[src/sv/csvt_pkg.sv]
// csvt_pkg: shared types, constants and helpers for the CSV byte tokenizer.
// No dependencies.
`default_nettype none
package csvt_pkg;

    localparam int unsigned DelimW   = 7;
    localparam int unsigned ByteW    = 8;
    localparam int unsigned KindW    = 2;
    localparam int unsigned MaxRes   = 3;
    localparam int unsigned CntW     = 2;

    localparam logic [DelimW-1:0] DelimReset = 7'd44;

    localparam logic [ByteW-1:0] ByteCr    = 8'h0D;
    localparam logic [ByteW-1:0] ByteLf    = 8'h0A;
    localparam logic [ByteW-1:0] ByteQuote = 8'h22;

    localparam logic [1:0] BomDone = 2'd3;

    localparam logic OpData = 1'b0;
    localparam logic OpEnd  = 1'b1;

    localparam logic [KindW-1:0] KindChar   = 2'd0;
    localparam logic [KindW-1:0] KindField  = 2'd1;
    localparam logic [KindW-1:0] KindRecord = 2'd2;

    typedef struct packed {
        logic [KindW-1:0] kind;
        logic [ByteW-1:0] char_value;
    } t_result;

    typedef struct packed {
        logic [CntW-1:0]          cnt;
        t_result [MaxRes-1:0]     res;
    } t_step;

    typedef struct packed {
        logic [1:0] bom_position;
        logic       in_quotes;
        logic       quote_pending;
        logic       line_nonempty;
    } t_state;

    function automatic logic [ByteW-1:0] bom_byte(input logic [1:0] pos);
        logic [ByteW-1:0] b;
        case (pos)
            2'd0:    b = 8'hEF;
            2'd1:    b = 8'hBB;
            2'd2:    b = 8'hBF;
            default: b = 8'h00;
        endcase
        return b;
    endfunction

endpackage
`default_nettype wire

[src/sv/csvt_in_if.sv]
// csvt_in_if: input beat channel (opcode, data byte) with valid/ready.
// Depends on nothing.
`default_nettype none
interface csvt_in_if;
    logic       valid;
    logic       ready;
    logic       opcode;
    logic [7:0] data_byte;

    modport source (output valid, output opcode, output data_byte, input ready);
    modport sink   (input valid, input opcode, input data_byte, output ready);
endinterface
`default_nettype wire

[src/sv/csvt_out_if.sv]
// csvt_out_if: result beat channel (kind, char_value, last_of_run) with valid/ready.
// Depends on nothing.
`default_nettype none
interface csvt_out_if;
    logic       valid;
    logic       ready;
    logic [1:0] kind;
    logic [7:0] char_value;
    logic       last_of_run;

    modport source (output valid, output kind, output char_value, output last_of_run,
                    input ready);
    modport sink   (input valid, input kind, input char_value, input last_of_run,
                    output ready);
endinterface
`default_nettype wire

[src/sv/csv_byte_tokenizer.sv]
// csv_byte_tokenizer: streaming CSV tokenizer, one input beat per cycle if not held.
// A beat's first result is registered, valid the cycle after the beat is accepted.
// Throughput: one beat per cycle while each beat yields at most one result and the
// output is ready; a beat yielding n results holds the input while they drain.
// Reset (i_rst_n low, synchronous): delimiter back to comma, tokenizer state cleared,
// result register emptied.
`default_nettype none
module csv_byte_tokenizer (
    input  wire logic       i_clk,
    input  wire logic       i_rst_n,
    input  wire logic       i_cfg_we,
    input  wire logic [6:0] i_cfg_data,
    csvt_in_if.sink         i_in,
    csvt_out_if.source      o_out
);
    import csvt_pkg::*;

    logic [DelimW-1:0] r_delimiter;
    t_state            r_state;
    t_state            n_state;
    t_step             step;
    logic              space;
    logic              accept;

    assign i_in.ready = space;
    assign accept     = i_in.valid && space;

    csvt_decode u_decode (
        .i_state     (r_state),
        .i_delimiter (r_delimiter),
        .i_opcode    (i_in.opcode),
        .i_data_byte (i_in.data_byte),
        .o_step      (step),
        .o_state     (n_state)
    );

    csvt_outq u_outq (
        .i_clk   (i_clk),
        .i_rst_n (i_rst_n),
        .i_load  (accept),
        .i_step  (step),
        .o_space (space),
        .o_out   (o_out)
    );

    always_ff @(posedge i_clk) begin
        if (!i_rst_n) begin
            r_delimiter <= DelimReset;
            r_state     <= '0;
        end else begin
            if (i_cfg_we) begin
                r_delimiter <= i_cfg_data;
            end
            if (accept) begin
                r_state <= n_state;
            end
        end
    end

endmodule
`default_nettype wire

[src/sv/csvt_decode.sv]
// csvt_decode: per-beat tokenizer logic; builds up to three results and next state.
// Depends on csvt_pkg.
`default_nettype none
module csvt_decode (
    input  wire csvt_pkg::t_state          i_state,
    input  wire logic [6:0]                i_delimiter,
    input  wire logic                      i_opcode,
    input  wire logic [7:0]                i_data_byte,
    output csvt_pkg::t_step                o_step,
    output csvt_pkg::t_state               o_state
);
    import csvt_pkg::*;

    logic       bom_active;
    logic       bom_match;
    logic [1:0] held;
    logic       lnz;
    logic       ev_valid;
    t_result    ev;
    t_state     ns;

    always_comb begin
        bom_active = (i_state.bom_position != BomDone);
        bom_match  = bom_active && (i_opcode == OpData)
                     && (i_data_byte == bom_byte(i_state.bom_position));
        held       = (bom_active && !bom_match) ? i_state.bom_position : 2'd0;
        lnz        = i_state.line_nonempty | (held != 2'd0);

        ns                = i_state;
        ns.line_nonempty  = lnz;
        ev_valid          = 1'b0;
        ev.kind           = KindChar;
        ev.char_value     = i_data_byte;

        if (i_opcode == OpEnd) begin
            ev_valid      = lnz;
            ev.kind       = KindRecord;
            ev.char_value = '0;
            ns            = '0;
        end else if (bom_match) begin
            ns.bom_position = i_state.bom_position + 2'd1;
        end else begin
            ns.bom_position = BomDone;
            if (i_data_byte == ByteCr) begin
                ev_valid = 1'b0;
            end else if (i_data_byte == ByteLf) begin
                ev_valid          = lnz;
                ev.kind           = KindRecord;
                ev.char_value     = '0;
                ns.in_quotes      = 1'b0;
                ns.quote_pending  = 1'b0;
                ns.line_nonempty  = 1'b0;
            end else begin
                ns.line_nonempty = 1'b1;
                if (i_state.in_quotes && !i_state.quote_pending) begin
                    if (i_data_byte == ByteQuote) begin
                        ns.quote_pending = 1'b1;
                    end else begin
                        ev_valid = 1'b1;
                    end
                end else if (i_state.in_quotes && (i_data_byte == ByteQuote)) begin
                    // doubled quote
                    ns.quote_pending = 1'b0;
                    ev_valid         = 1'b1;
                end else begin
                    ns.quote_pending = 1'b0;
                    ns.in_quotes     = 1'b0;
                    if (i_data_byte == ByteQuote) begin
                        ns.in_quotes = 1'b1;
                    end else if (i_data_byte == {1'b0, i_delimiter}) begin
                        ev_valid      = 1'b1;
                        ev.kind       = KindField;
                        ev.char_value = '0;
                    end else begin
                        ev_valid = 1'b1;
                    end
                end
            end
        end

        o_step.cnt = held + {1'b0, ev_valid};
        for (int i = 0; i < MaxRes; i++) begin
            if (CntW'(i) < held) begin
                o_step.res[i].kind       = KindChar;
                o_step.res[i].char_value = bom_byte(CntW'(i));
            end else begin
                o_step.res[i] = ev;
            end
        end
        o_state = ns;
    end

endmodule
`default_nettype wire

[src/sv/csvt_outq.sv]
// csvt_outq: result register holding one beat's run of up to three results.
// Depends on csvt_pkg and csvt_out_if.
`default_nettype none
module csvt_outq (
    input  wire logic              i_clk,
    input  wire logic              i_rst_n,
    input  wire logic              i_load,
    input  wire csvt_pkg::t_step   i_step,
    output logic                   o_space,
    csvt_out_if.source             o_out
);
    import csvt_pkg::*;

    logic [CntW-1:0]       r_cnt;
    t_result [MaxRes-1:0]  r_res;
    logic                  fire;

    assign fire    = o_out.valid && o_out.ready;
    assign o_space = (r_cnt == '0) || ((r_cnt == CntW'(1)) && o_out.ready);

    assign o_out.valid       = (r_cnt != '0);
    assign o_out.kind        = r_res[0].kind;
    assign o_out.char_value  = r_res[0].char_value;
    assign o_out.last_of_run = (r_cnt == CntW'(1));

    always_ff @(posedge i_clk) begin
        if (!i_rst_n) begin
            r_cnt <= '0;
        end else if (i_load) begin
            r_cnt <= i_step.cnt;
        end else if (fire) begin
            r_cnt <= r_cnt - CntW'(1);
        end
    end

    always_ff @(posedge i_clk) begin
        if (i_load) begin
            r_res <= i_step.res;
        end else if (fire) begin
            r_res[0] <= r_res[1];
            r_res[1] <= r_res[2];
        end
    end

endmodule
`default_nettype wire
[src/flat_wrapper.sv]
// flat-port wrapper written by rule: the top's interface ports become plain ports
module csv_byte_tokenizer_flat import csvt_pkg::*;
  (i_clk, i_rst_n, i_cfg_we, i_cfg_data, i_in_valid, i_in_opcode, i_in_data_byte, i_in_ready, o_out_valid, o_out_kind, o_out_char_value, o_out_last_of_run, o_out_ready);
  csvt_in_if i_in_i ();
  csvt_out_if o_out_i ();
  input  wire logic i_clk;
  input  wire logic i_rst_n;
  input  wire logic i_cfg_we;
  input  wire logic [6:0] i_cfg_data;
  input wire logic [$bits(i_in_i.valid)-1:0] i_in_valid;
  input wire logic [$bits(i_in_i.opcode)-1:0] i_in_opcode;
  input wire logic [$bits(i_in_i.data_byte)-1:0] i_in_data_byte;
  output wire logic [$bits(i_in_i.ready)-1:0] i_in_ready;
  output wire logic [$bits(o_out_i.valid)-1:0] o_out_valid;
  output wire logic [$bits(o_out_i.kind)-1:0] o_out_kind;
  output wire logic [$bits(o_out_i.char_value)-1:0] o_out_char_value;
  output wire logic [$bits(o_out_i.last_of_run)-1:0] o_out_last_of_run;
  input wire logic [$bits(o_out_i.ready)-1:0] o_out_ready;
  assign i_in_i.valid = i_in_valid;
  assign i_in_i.opcode = i_in_opcode;
  assign i_in_i.data_byte = i_in_data_byte;
  assign i_in_ready = i_in_i.ready;
  assign o_out_valid = o_out_i.valid;
  assign o_out_kind = o_out_i.kind;
  assign o_out_char_value = o_out_i.char_value;
  assign o_out_last_of_run = o_out_i.last_of_run;
  assign o_out_i.ready = o_out_ready;
  csv_byte_tokenizer u_core (.i_clk(i_clk), .i_rst_n(i_rst_n), .i_cfg_we(i_cfg_we), .i_cfg_data(i_cfg_data), .i_in(i_in_i), .o_out(o_out_i));
endmodule
[config.mk]
export PLATFORM = sky130hd
export DESIGN_NAME = csv_byte_tokenizer_flat
export DESIGN_NICKNAME = d
export VERILOG_FILES = /design/src/sv/csvt_pkg.sv /design/src/sv/csvt_in_if.sv /design/src/sv/csvt_out_if.sv /design/src/sv/csv_byte_tokenizer.sv /design/src/sv/csvt_decode.sv /design/src/sv/csvt_outq.sv /design/src/flat_wrapper.sv
export SDC_FILE = /design/constraint.sdc
export NUM_CORES = 1
export LEC_CHECK = 0
export BUFFER_PORTS_ARGS = -buffer_cell sky130_fd_sc_hd__buf_2
export CAP_MARGIN = 0
export CORE_ASPECT_RATIO = 1.1
export CORE_MARGIN = 4
export CORE_UTILIZATION = 45
export CTS_CLUSTER_SIZE = 14
export DETAILED_ROUTE_END_ITERATION = 10
export SYNTH_ARGS = -nofsm -noshare
export SYNTH_HDL_FRONTEND = slang
export SYNTH_SLANG_ARGS = --single-unit
[constraint.sdc]
create_clock -name i_clk -period 3.5 [get_ports i_clk]
set_input_delay 1.05 -clock i_clk [delete_from_list [all_inputs] [get_ports i_clk]]
set_output_delay 1.05 -clock i_clk [all_outputs]
set_load 0.05 [all_outputs]
==> flow_metrics.env, run 1 <==
export IMPL_status="finished, final reports clean"
export IMPL_viasPerCell=5.32
export IMPL_r2r_slack_ns=0.83
export IMPL_gp_congestion=0.947
export IMPL_ys_warn_count=0
export IMPL_yosysUniqueCellTypes=48
export IMPL_vdd_drop_max_mv=0.391
export IMPL_grt_util_met3_pct=2.87
export IMPL_fin_crit_ns=2.76
export IMPL_grt_max_degree=28
export IMPL_grt_total_usage_pct=15.4
export IMPL_async_flop_share_pct=0
export IMPL_finalSetupViolations=0
export IMPL_clock_sinks=44
export IMPL_gr_total_overflow=0
export IMPL_critPathArrivalTime_ns=2.94
export IMPL_final_hold_viol_count=0
export IMPL_critPathMaxFanout=5
export IMPL_clk_latency_ns=0.29
export IMPL_cts_buffers=5
export IMPL_p_leak_nw=1.07
export IMPL_htree_num_levels=2
export IMPL_maxCapViolCount=0
export IMPL_ys_seq_area_share_pct=48.2
export IMPL_drive_above_1_share_pct=19.2
export IMPL_mostFrequentLayoutCells="33 x buf_2, 30 x edfxtp_1, 28 x nand2_1"
export IMPL_remaining_drc_errors=0
export IMPL_whs_ns=0.489
export IMPL_vias=1794
export IMPL_setup_tns_ns=0
export IMPL_dieArea_um2=6690
export IMPL_grt_pass1_wl_um=8170
export IMPL_postCtsSetupRepairBufs=0
export IMPL_cts_root_buffer="clkbuf_8"
export IMPL_n_antenna_cell=0
export IMPL_finalClockSkew_ns=0.00447
export IMPL_hold_class="reg2reg"
export IMPL_synthXorXnorAreaFrac_pct=3.93
export IMPL_wl_per_cell_um=14.7
export IMPL_fill_cells=483
export IMPL_antenna_found_initial=0
export IMPL_cts_tree="built"
export IMPL_reg2reg_depth=9
export IMPL_ant_nets=0
export IMPL_cts_resized_gates=0
export IMPL_synthCells=239
export IMPL_drtIter0Drc=98
export IMPL_clk_pin_slew_worst_paths_ns=0.08
export IMPL_grt_busiest_layer="met2"
export IMPL_die_x_um=78.4
export IMPL_synth_edf_count=30
export IMPL_cp_data_required_time_ns=3.69
export IMPL_place_area_um2=2620
export IMPL_finalMaxSlewViolations=0
export IMPL_rsz0062_at_grt="no"
export IMPL_r2r_end="u_core.u_outq.r_cnt[0]"
export IMPL_io_buffers=33
export IMPL_clock_path_buffers=2
export IMPL_syn_mean_instance_area_um2=10.3
export IMPL_use_met1_pct=21.2
export IMPL_synth_area_um2=2450
export IMPL_worst_slew_margin_rel_pct=43.9
export IMPL_grt_pass1_vias=1646
export IMPL_synth_top_family_by_area="simple AND/OR/NAND/NOR gates"
export IMPL_worstSetupEndpointType="flop"
export IMPL_power_density_nw_per_um2=742
export IMPL_nets=291
export IMPL_synth_seq_cells=44
export IMPL_syn2layout_area_growth_pct=11.1
export IMPL_finalPower_mw=2.02
export IMPL_synth_fa_ha_area_share_pct=3.06
export IMPL_crit_type="in2reg"
export IMPL_routed_wl_um=4960
export IMPL_synth_compound_area_share_pct=15.4
export IMPL_multiInputGateArea_um2=1110
export IMPL_start_util_pct=47.7
export IMPL_min_to="u_core.r_state[1]"
export IMPL_row_count=27
export IMPL_syn_nets=266
export IMPL_finalCritPeriodShare_pct=78.8
export IMPL_fmax_ghz=0.363
export IMPL_tightest_slew_ns=0.840
export IMPL_ioPinCount=34
export IMPL_hold_start="u_core.r_state[1]"
export IMPL_core_area_um2=5130
export IMPL_yosys_area_share_simple_pct=20.2
export IMPL_synthMuxAreaShare_pct=2.86
export IMPL_die_h_um=85.4
export IMPL_r2r_start="u_core.r_state[3]"
export IMPL_dr_pass1_iters=4
export IMPL_crit_path_start_kind="primary input"
export IMPL_synth_ff_type="edfxtp_1"
export IMPL_dp_final_hpwl_um=3820
export IMPL_grt_util_met2_pct=24.3
export IMPL_final_common_cell="buf_2"
export IMPL_holdPathStages=2
export IMPL_fin_area_um2=2720
export IMPL_holdBufCountCts=0
export IMPL_regArea_um2=1180
==> synth_stat cells (2+ instances only) <==
cell      number  area, µm²
a21boi_0       2       15.0
a21oi_1       10       50.1
a22o_1         3       26.3
a31oi_1        5       31.3
and2_1         2       12.5
and3_1         3       18.8
and3b_1        2       17.5
buf_4         10       75.1
clkbuf_1       6       22.5
dfxtp_1       14        280
edfxtp_1      30        901
ha_1           6       75.1
inv_1         10       37.5
mux2i_1        7       70.1
nand2_1       28        105
nand2b_1       5       31.3
nand3_1        2       10.0
nand4_1        3       18.8
nor2_1        14       52.6
nor2b_1        9       56.3
nor3_1         4       20.0
nor4_4         2       42.5
o211a_1        2       20.0
o211ai_1       8       60.1
o21a_1         2       15.0
o21ai_0       11       55.1
o21ai_1        2       10.0
o22a_1         5       43.8
o22ai_1        2       12.5
or2_2          2       12.5
or4_1          2       15.0
xnor2_1        3       26.3
xor2_1         8       70.1
==> report_power, final <==
part | switching (mW) | total, mW | leakage, nW | internal (mW)
sequential | 0.0462 | 0.830 | 0.408 | 0.784
combinational | 0.583 | 0.810 | 0.611 | 0.227
clock | 0.170 | 0.382 | 0.0552 | 0.212
total | 0.798 | 2.02 | 1.07 | 1.22
==> worst max-delay path, cell delays in order <==
cell and delay [ns]:
buf_2 0.13, nor2b_1 0.22, nand4_1 0.23, o21ai_0 0.42, nand2_1 0.23, and3_1 0.20
ha_1 0.26, o211a_1 0.21
==> layer usage <==
metal | vias up | wire length, µm
met1 | 836 | 2330
met4 | 0 | 80
met2 | 43 | 2390
met5 | - | 0
li1 | 906 | -
met3 | 9 | 146
==> cell type report <==
class,instances,area share [%]
Clock inverter,2,1.29
Multi-Input combinational cell,166,40.9
Inverter,11,1.52
Timing Repair Buffer,36,6.89
Clock buffer,6,2.67
Sequential cell,44,43.4
Tap cell,72,3.31
==> stage by stage <==
stage	util (%)	worst slack, ns	instances
4_1_cts	53.0	0.737	337
2_1_floorplan	-	0.846	239
5_1_grt	53.0	0.589	337
3_5_place_dp	50.9	0.434	329
3_3_place_gp	50.9	0.387	329
6_report	53.0	0.743	337
==> worst max-delay path by stage <==
stage                     cells past startpoint               from                      end
after floorplan                               4        o_out_ready  u_core.u_outq.r_res[20]
after global placement                        8        i_in_opcode   u_core.u_outq.r_cnt[0]
after detailed placement                      8  i_in_data_byte[1]   u_core.u_outq.r_cnt[0]
after CTS                                     8  i_in_data_byte[1]   u_core.u_outq.r_cnt[0]
after global routing                          9  u_core.r_state[3]   u_core.u_outq.r_cnt[0]
final                                         8  i_in_data_byte[1]   u_core.u_outq.r_cnt[0]
==> cells by family after synthesis <==
family / count (synthesis)
simple gates: 86
buf+inv: 29
compound gates: 56
fa+ha+maj: 6
flops: 44
xor+xnor: 11
mux: 7
==> registers in the layout (all words and copies together) (netlist names) <==
signal	flops
u_core.u_outq.r_res	20
u_core.r_delimiter	7
u_core.u_outq.o_out.char_value	8
u_core.r_state	5
u_core.u_outq.o_out.kind	2
u_core.u_outq.r_cnt	2
No activity file was read; power rests on OpenSTA's default activity.
==> inputs of run 2 (changes only) <==
--- a/config.mk
+++ b/config.mk
@@ -12,6 +12,7 @@
 export CORE_UTILIZATION = 45
 export CTS_CLUSTER_SIZE = 14
 export DETAILED_ROUTE_END_ITERATION = 10
+export PLACE_DENSITY = 0.67
 export SYNTH_ARGS = -nofsm -noshare
 export SYNTH_HDL_FRONTEND = slang
 export SYNTH_SLANG_ARGS = --single-unit
==> constraint.sdc (replaced) <==
create_clock -name i_clk -period 2.45 [get_ports i_clk]
set_input_delay 0.735 -clock i_clk [delete_from_list [all_inputs] [get_ports i_clk]]
set_output_delay 0.735 -clock i_clk [all_outputs]
set_load 0.05 [all_outputs]
==> flow_metrics.env, run 2 (synthesized netlist as in run 1, its figures left out) <==
export IMPL_htree_num_levels=2
export IMPL_ioPinCount=34
export IMPL_clk_latency_ns=0.30
export IMPL_finalPower_mw=3.15
export IMPL_grt_pass1_wl_um=8890
export IMPL_crit_family="adder cells"
export IMPL_place_inst=346
export IMPL_finalMaxSlewViolations=0
export IMPL_fmax_ghz=0.441
export IMPL_cp_depth=9
export IMPL_vdd_drop_max_mv=0.387
export IMPL_crit_buf_inv=1
export IMPL_r2r_start="u_core.r_state[3]"
export IMPL_start_util_pct=47.7
export IMPL_fill_cells=494
export IMPL_critPathMaxFanout=5
export IMPL_critPathLaunch="u_core.r_state[3]"
export IMPL_io_buffers=33
export IMPL_cts_root_buffer="clkbuf_8"
export IMPL_maxCapViolCount=0
export IMPL_clk_pin_slew_worst_paths_ns=0.08
export IMPL_mostFrequentLayoutCells="33 x buf_2, 30 x edfxtp_1, 28 x nand2_1"
export IMPL_finalCritPeriodShare_pct=92.5
export IMPL_cts_buffers=5
export IMPL_gp_congestion=0.791
export IMPL_dieArea_um2=6690
export IMPL_remaining_drc_errors=0
export IMPL_finalSetupViolations=0
export IMPL_rsz0062_at_grt="no"
export IMPL_r2r_end="u_core.u_outq.r_cnt[0]"
export IMPL_grt_total_usage_pct=16.7
export IMPL_crit_top_cell="ha_1"
export IMPL_critPathArrivalTime_ns=2.46
export IMPL_hold_class="reg2reg"
export IMPL_largest_register="u_core.u_outq.r_res"
export IMPL_multiInputGateArea_um2=1130
export IMPL_crit_path_start_kind="flop"
export IMPL_holdPathStages=2
export IMPL_tightest_slew_ns=0.417
export IMPL_cp_slowest_cell="dfxtp_2"
export IMPL_power_density_nw_per_um2=1080
export IMPL_preCtsSetupSlack_ns=-0.0305
export IMPL_fin_cells=355
export IMPL_grt_pass1_vias=1894
export IMPL_clock_path_buffers=2
export IMPL_holdBufCountCts=0
export IMPL_fin_crit_ns=2.27
export IMPL_nets=309
export IMPL_regArea_um2=1180
export IMPL_grt_max_degree=22
export IMPL_viasPerCell=5.30
export IMPL_reg2reg_depth=9
export IMPL_drive_above_1_share_pct=27.2
export IMPL_final_hold_viol_count=0
export IMPL_largest_reg_flops=20
export IMPL_path_cells="inv_1 -> ha_1 -> xnor2_1 -> nand4_1 -> nor2_2 -> o21ai_0 -> and3_1 -> ha_1 -> o211a_1"
export IMPL_p_leak_nw=1.19
export IMPL_crit_path_end="u_core.u_outq.r_cnt[0]"
export IMPL_finalClockSkew_ns=0.00751
export IMPL_slowest_delay_ns=0.37
export IMPL_syn2layout_area_growth_pct=19.4
export IMPL_gr_total_overflow=0
export IMPL_vias=1880
export IMPL_row_count=27
export IMPL_status="finished, final reports clean"
export IMPL_clock_sinks=44
export IMPL_final_common_cell="buf_2"
export IMPL_setup_slack_ns=0.183
export IMPL_die_x_um=78.4
export IMPL_cts_tree="built"
export IMPL_dr_pass1_iters=4
export IMPL_r2r_slack_ns=0.18
export IMPL_wl_per_cell_um=14.5
export IMPL_antenna_found_initial=0
export IMPL_cp_data_required_time_ns=2.64
export IMPL_n_antenna_cell=0
export IMPL_ant_nets=0
export IMPL_worst_slew_margin_rel_pct=71.9
export IMPL_die_h_um=85.4
export IMPL_core_area_um2=5130
export IMPL_routed_wl_um=5160
export IMPL_worstSetupEndpointType="flop"
export IMPL_drtIter0Drc=125
export IMPL_dp_final_hpwl_um=3940
export IMPL_crit_type="reg2reg"
## run 2: changes by cell type in the layout (fill, tap and decap cells not counted), sizes merged
cell,previous run,this run
buf,36,54
bufinv,1,3
clkbuf,6,5
clkinv,2,1
## run 2: what timing repair did
item / CTS / global route
setup endpoints to repair: 0 / 15
setup buffers: 0 / 1
gates resized for setup: 0 / 8
## run 2: worst reg2reg max path: cells and delay by family, from the launching register on
family,cells,cell delay [ns]
flip-flops,1,0.37
AND/OR/NAND/NOR,3,0.57
buffers and inverters,1,0.10
AO/OA/AOI/OAI,2,0.33
XOR/XNOR,1,0.16
adder cells (fa/ha/maj),2,0.62
## run 2: report_power, final
part	internal, mW	switching (mW)
Sequential	1.12	0.0669
Combinational	0.358	0.847
Clock	0.510	0.252
## run 2: final cells by class
type                       instances  share of cell area [%]
clock buffer                       5                    2.35
clock inverter                     3                    3.08
inverter                          11                    1.41
multi-input combinational        166                    38.6
sequential                        44                    40.4
tap                               72                    3.08
timing repair buffer              54                    11.0
## run 2: through the flow
| stage | hold WS, ns | area (µm²) | TNS (ns) | util (%) |
|---|---|---|---|---|
| after floorplan | 0.444 | 2450 | 0 | - |
| after global placement | 0.467 | 2740 | -0.0406 | 53.4 |
| after detailed placement | 0.475 | 2740 | -0.0392 | 53.4 |
| after CTS | 0.488 | 2900 | 0 | 56.5 |
| after global routing | 0.520 | 2930 | 0 | 57.0 |
| final | 0.485 | 2930 | 0 | 57.0 |
## run 2: how the worst min path moves through the flow
stage / end / slack [ns] / from
after CTS: u_core.r_state[1] / 0.49 / u_core.r_state[1]
final: u_core.r_state[1] / 0.49 / u_core.r_state[1]
after global routing: u_core.r_state[1] / 0.52 / u_core.r_state[1]
after detailed placement: u_core.r_state[1] / 0.48 / u_core.r_state[1]
after global placement: u_core.r_state[1] / 0.47 / u_core.r_state[1]
after floorplan: u_core.r_state[1] / 0.44 / u_core.r_state[1]
## run 2: per-layer routing
layer / global-route usage, % / part of all wire (%) / vias to the layer above
met3: 3.40 / 4.4 / 8
met1: 21.0 / 46 / 879
met5: 0 / 0 / -
li1: - / - / 942
met4: 6.68 / 1.4 / 0
met2: 28.0 / 48 / 51
==> inputs of run 3 (changes only) <==
--- a/config.mk
+++ b/config.mk
@@ -10,9 +10,10 @@
 export CORE_ASPECT_RATIO = 1.1
 export CORE_MARGIN = 4
 export CORE_UTILIZATION = 45
+export CTS_CLUSTER_DIAMETER = 40
 export CTS_CLUSTER_SIZE = 14
 export DETAILED_ROUTE_END_ITERATION = 10
-export PLACE_DENSITY = 0.67
+export PLACE_DENSITY = 0.7
 export SYNTH_ARGS = -nofsm -noshare
 export SYNTH_HDL_FRONTEND = slang
 export SYNTH_SLANG_ARGS = --single-unit
==> flow_metrics.env, run 3 (synthesized netlist as in run 1, its figures left out) <==
export IMPL_n_antenna_cell=0
export IMPL_clk_pin_slew_worst_paths_ns=0.09
export IMPL_crit_path_end="u_core.u_outq.r_res[13]"
export IMPL_row_count=27
export IMPL_use_met1_pct=20.0
export IMPL_vias=1879
export IMPL_grt_total_usage_pct=16.6
export IMPL_hold_class="reg2reg"
export IMPL_wl_per_cell_um=14.4
export IMPL_dp_final_hpwl_um=3910
export IMPL_grt_max_degree=24
export IMPL_viasPerCell=5.29
export IMPL_largest_register="u_core.u_outq.r_res"
export IMPL_final_common_cell="buf_2"
export IMPL_grt_util_met3_pct=3.82
export IMPL_power_density_nw_per_um2=1050
export IMPL_finalPower_mw=3.04
export IMPL_setup_slack_ns=0.164
export IMPL_critPathMaxFanout=6
export IMPL_grt_pass1_vias=1861
export IMPL_fill_cells=468
export IMPL_grt_pass1_wl_um=8800
export IMPL_finalMaxSlewViolations=0
export IMPL_preCtsSetupSlack_ns=-0.0368
export IMPL_slowest_delay_ns=0.37
export IMPL_ant_nets=0
export IMPL_clock_sinks=44
export IMPL_gr_total_overflow=0
export IMPL_ioPinCount=34
export IMPL_r2r_end="u_core.u_outq.r_res[13]"
export IMPL_worst_slew_margin_rel_pct=68.3
export IMPL_largest_reg_flops=20
export IMPL_critPathArrivalTime_ns=2.34
export IMPL_clock_path_buffers=2
export IMPL_worstSetupEndpointType="flop"
export IMPL_drive_above_1_share_pct=26.9
export IMPL_finalClockSkew_ns=0.00843
export IMPL_fin_crit_ns=2.29
export IMPL_cts_tree="built"
export IMPL_maxCapViolCount=0
export IMPL_drtIter0Drc=86
export IMPL_htree_num_levels=2
export IMPL_crit_path_start_kind="flop"
export IMPL_path_cells="inv_1 -> ha_1 -> xnor2_1 -> nand4_1 -> buf_4 -> o211ai_1 -> and2_2 -> a31oi_1"
export IMPL_reg2reg_depth=8
export IMPL_gp_congestion=0.915
export IMPL_cp_slowest_cell="dfxtp_2"
export IMPL_syn2layout_area_growth_pct=18.3
export IMPL_fin_area_um2=2900
export IMPL_critPathLaunch="u_core.r_state[3]"
export IMPL_grt_busiest_layer="met2"
export IMPL_mostFrequentLayoutCells="33 x buf_2, 30 x edfxtp_1, 28 x nand2_1"
export IMPL_grt_util_met2_pct=28.6
export IMPL_vdd_drop_max_mv=0.428
export IMPL_die_x_um=78.4
export IMPL_nets=309
export IMPL_dieArea_um2=6690
export IMPL_remaining_drc_errors=0
export IMPL_core_area_um2=5130
export IMPL_cts_root_buffer="clkbuf_8"
export IMPL_cts_buffers=5
export IMPL_status="finished, final reports clean"
export IMPL_tightest_slew_ns=0.473
export IMPL_fmax_ghz=0.437
export IMPL_finalCritPeriodShare_pct=93.3
export IMPL_cp_data_required_time_ns=2.50
export IMPL_routed_wl_um=5110
export IMPL_final_hold_viol_count=0
export IMPL_place_area_um2=2740
export IMPL_clk_latency_ns=0.30
export IMPL_finalSetupViolations=0
export IMPL_multiInputGateArea_um2=1130
export IMPL_regArea_um2=1180
export IMPL_io_buffers=33
export IMPL_die_h_um=85.4
export IMPL_dr_pass1_iters=4
export IMPL_start_util_pct=47.7
export IMPL_r2r_slack_ns=0.16
export IMPL_antenna_found_initial=0
export IMPL_p_leak_nw=1.18
export IMPL_crit_type="reg2reg"
export IMPL_r2r_start="u_core.r_state[3]"
## run 3: cell types whose count changed in the layout (fill, tap and decap cells not counted)
cell       before  now
o21ai_0         9   10
clkbuf_1        0    1
bufinv_16       3    2
o21ai_1         3    2
## run 3: area by class of cell
| cell class | instances | share of cell area (%) |
|---|---|---|
| Sequential cell | 44 | 40.8 |
| Multi-Input combinational cell | 166 | 39.0 |
| Timing Repair Buffer | 54 | 11.1 |
| Tap cell | 72 | 3.11 |
| Clock buffer | 6 | 2.50 |
| Clock inverter | 2 | 2.07 |
| Inverter | 11 | 1.42 |
## run 3: what timing repair did
item | in CTS | in global routing
gates resized for setup | 0 | 7
setup endpoints to repair | 0 | 22
hold buffers | 0 | 0
setup buffers | 0 | 1
## run 3: metal layers
| layer | routed length (µm) | vias up |
|---|---|---|
| met5 | 0 | - |
| met4 | 142 | 0 |
| met3 | 249 | 15 |
| met2 | 2570 | 57 |
| met1 | 2140 | 868 |
| li1 | - | 939 |
## run 3: report_power, final
group / switching [mW] / internal [mW] / leakage (nW) / total [mW]
clock network: 0.257 / 0.408 / 0.0654 / 0.665
registers: 0.0646 / 1.12 / 0.409 / 1.18
logic: 0.839 / 0.351 / 0.704 / 1.19
total: 1.16 / 1.88 / 1.18 / 3.04
## run 3: how the worst min path moves through the flow
stage                      startpoint           endpoint  slack (ns)  depth (start not counted)
floorplan           u_core.r_state[1]  u_core.r_state[1]        0.44                          2
global placement    u_core.r_state[1]  u_core.r_state[1]        0.46                          2
detailed placement  u_core.r_state[0]  u_core.r_state[0]        0.48                          2
CTS                 u_core.r_state[1]  u_core.r_state[1]        0.49                          2
global route        u_core.r_state[1]  u_core.r_state[1]        0.53                          2
finish              u_core.r_state[1]  u_core.r_state[1]        0.49                          2
## run 3: worst max-delay path, delay by kind of cell (launching register included)
kind            cells  cell delay [ns]
compound gates      2             0.37
buf+inv             2             0.31
xor+xnor            1             0.17
simple gates        2             0.50
flops               1             0.37
fa+ha+maj           1             0.33
## run 3: stage by stage
step / setup TNS [ns] / std cells / hold slack (ns) / util (%)
2_1_floorplan: 0 / 239 / 0.444 / -
3_3_place_gp: -0.0379 / 346 / 0.459 / 53.4
3_5_place_dp: -0.0623 / 346 / 0.478 / 53.4
4_1_cts: 0 / 354 / 0.488 / 56.0
5_1_grt: -0.0389 / 355 / 0.527 / 56.5
6_report: 0 / 355 / 0.491 / 56.5
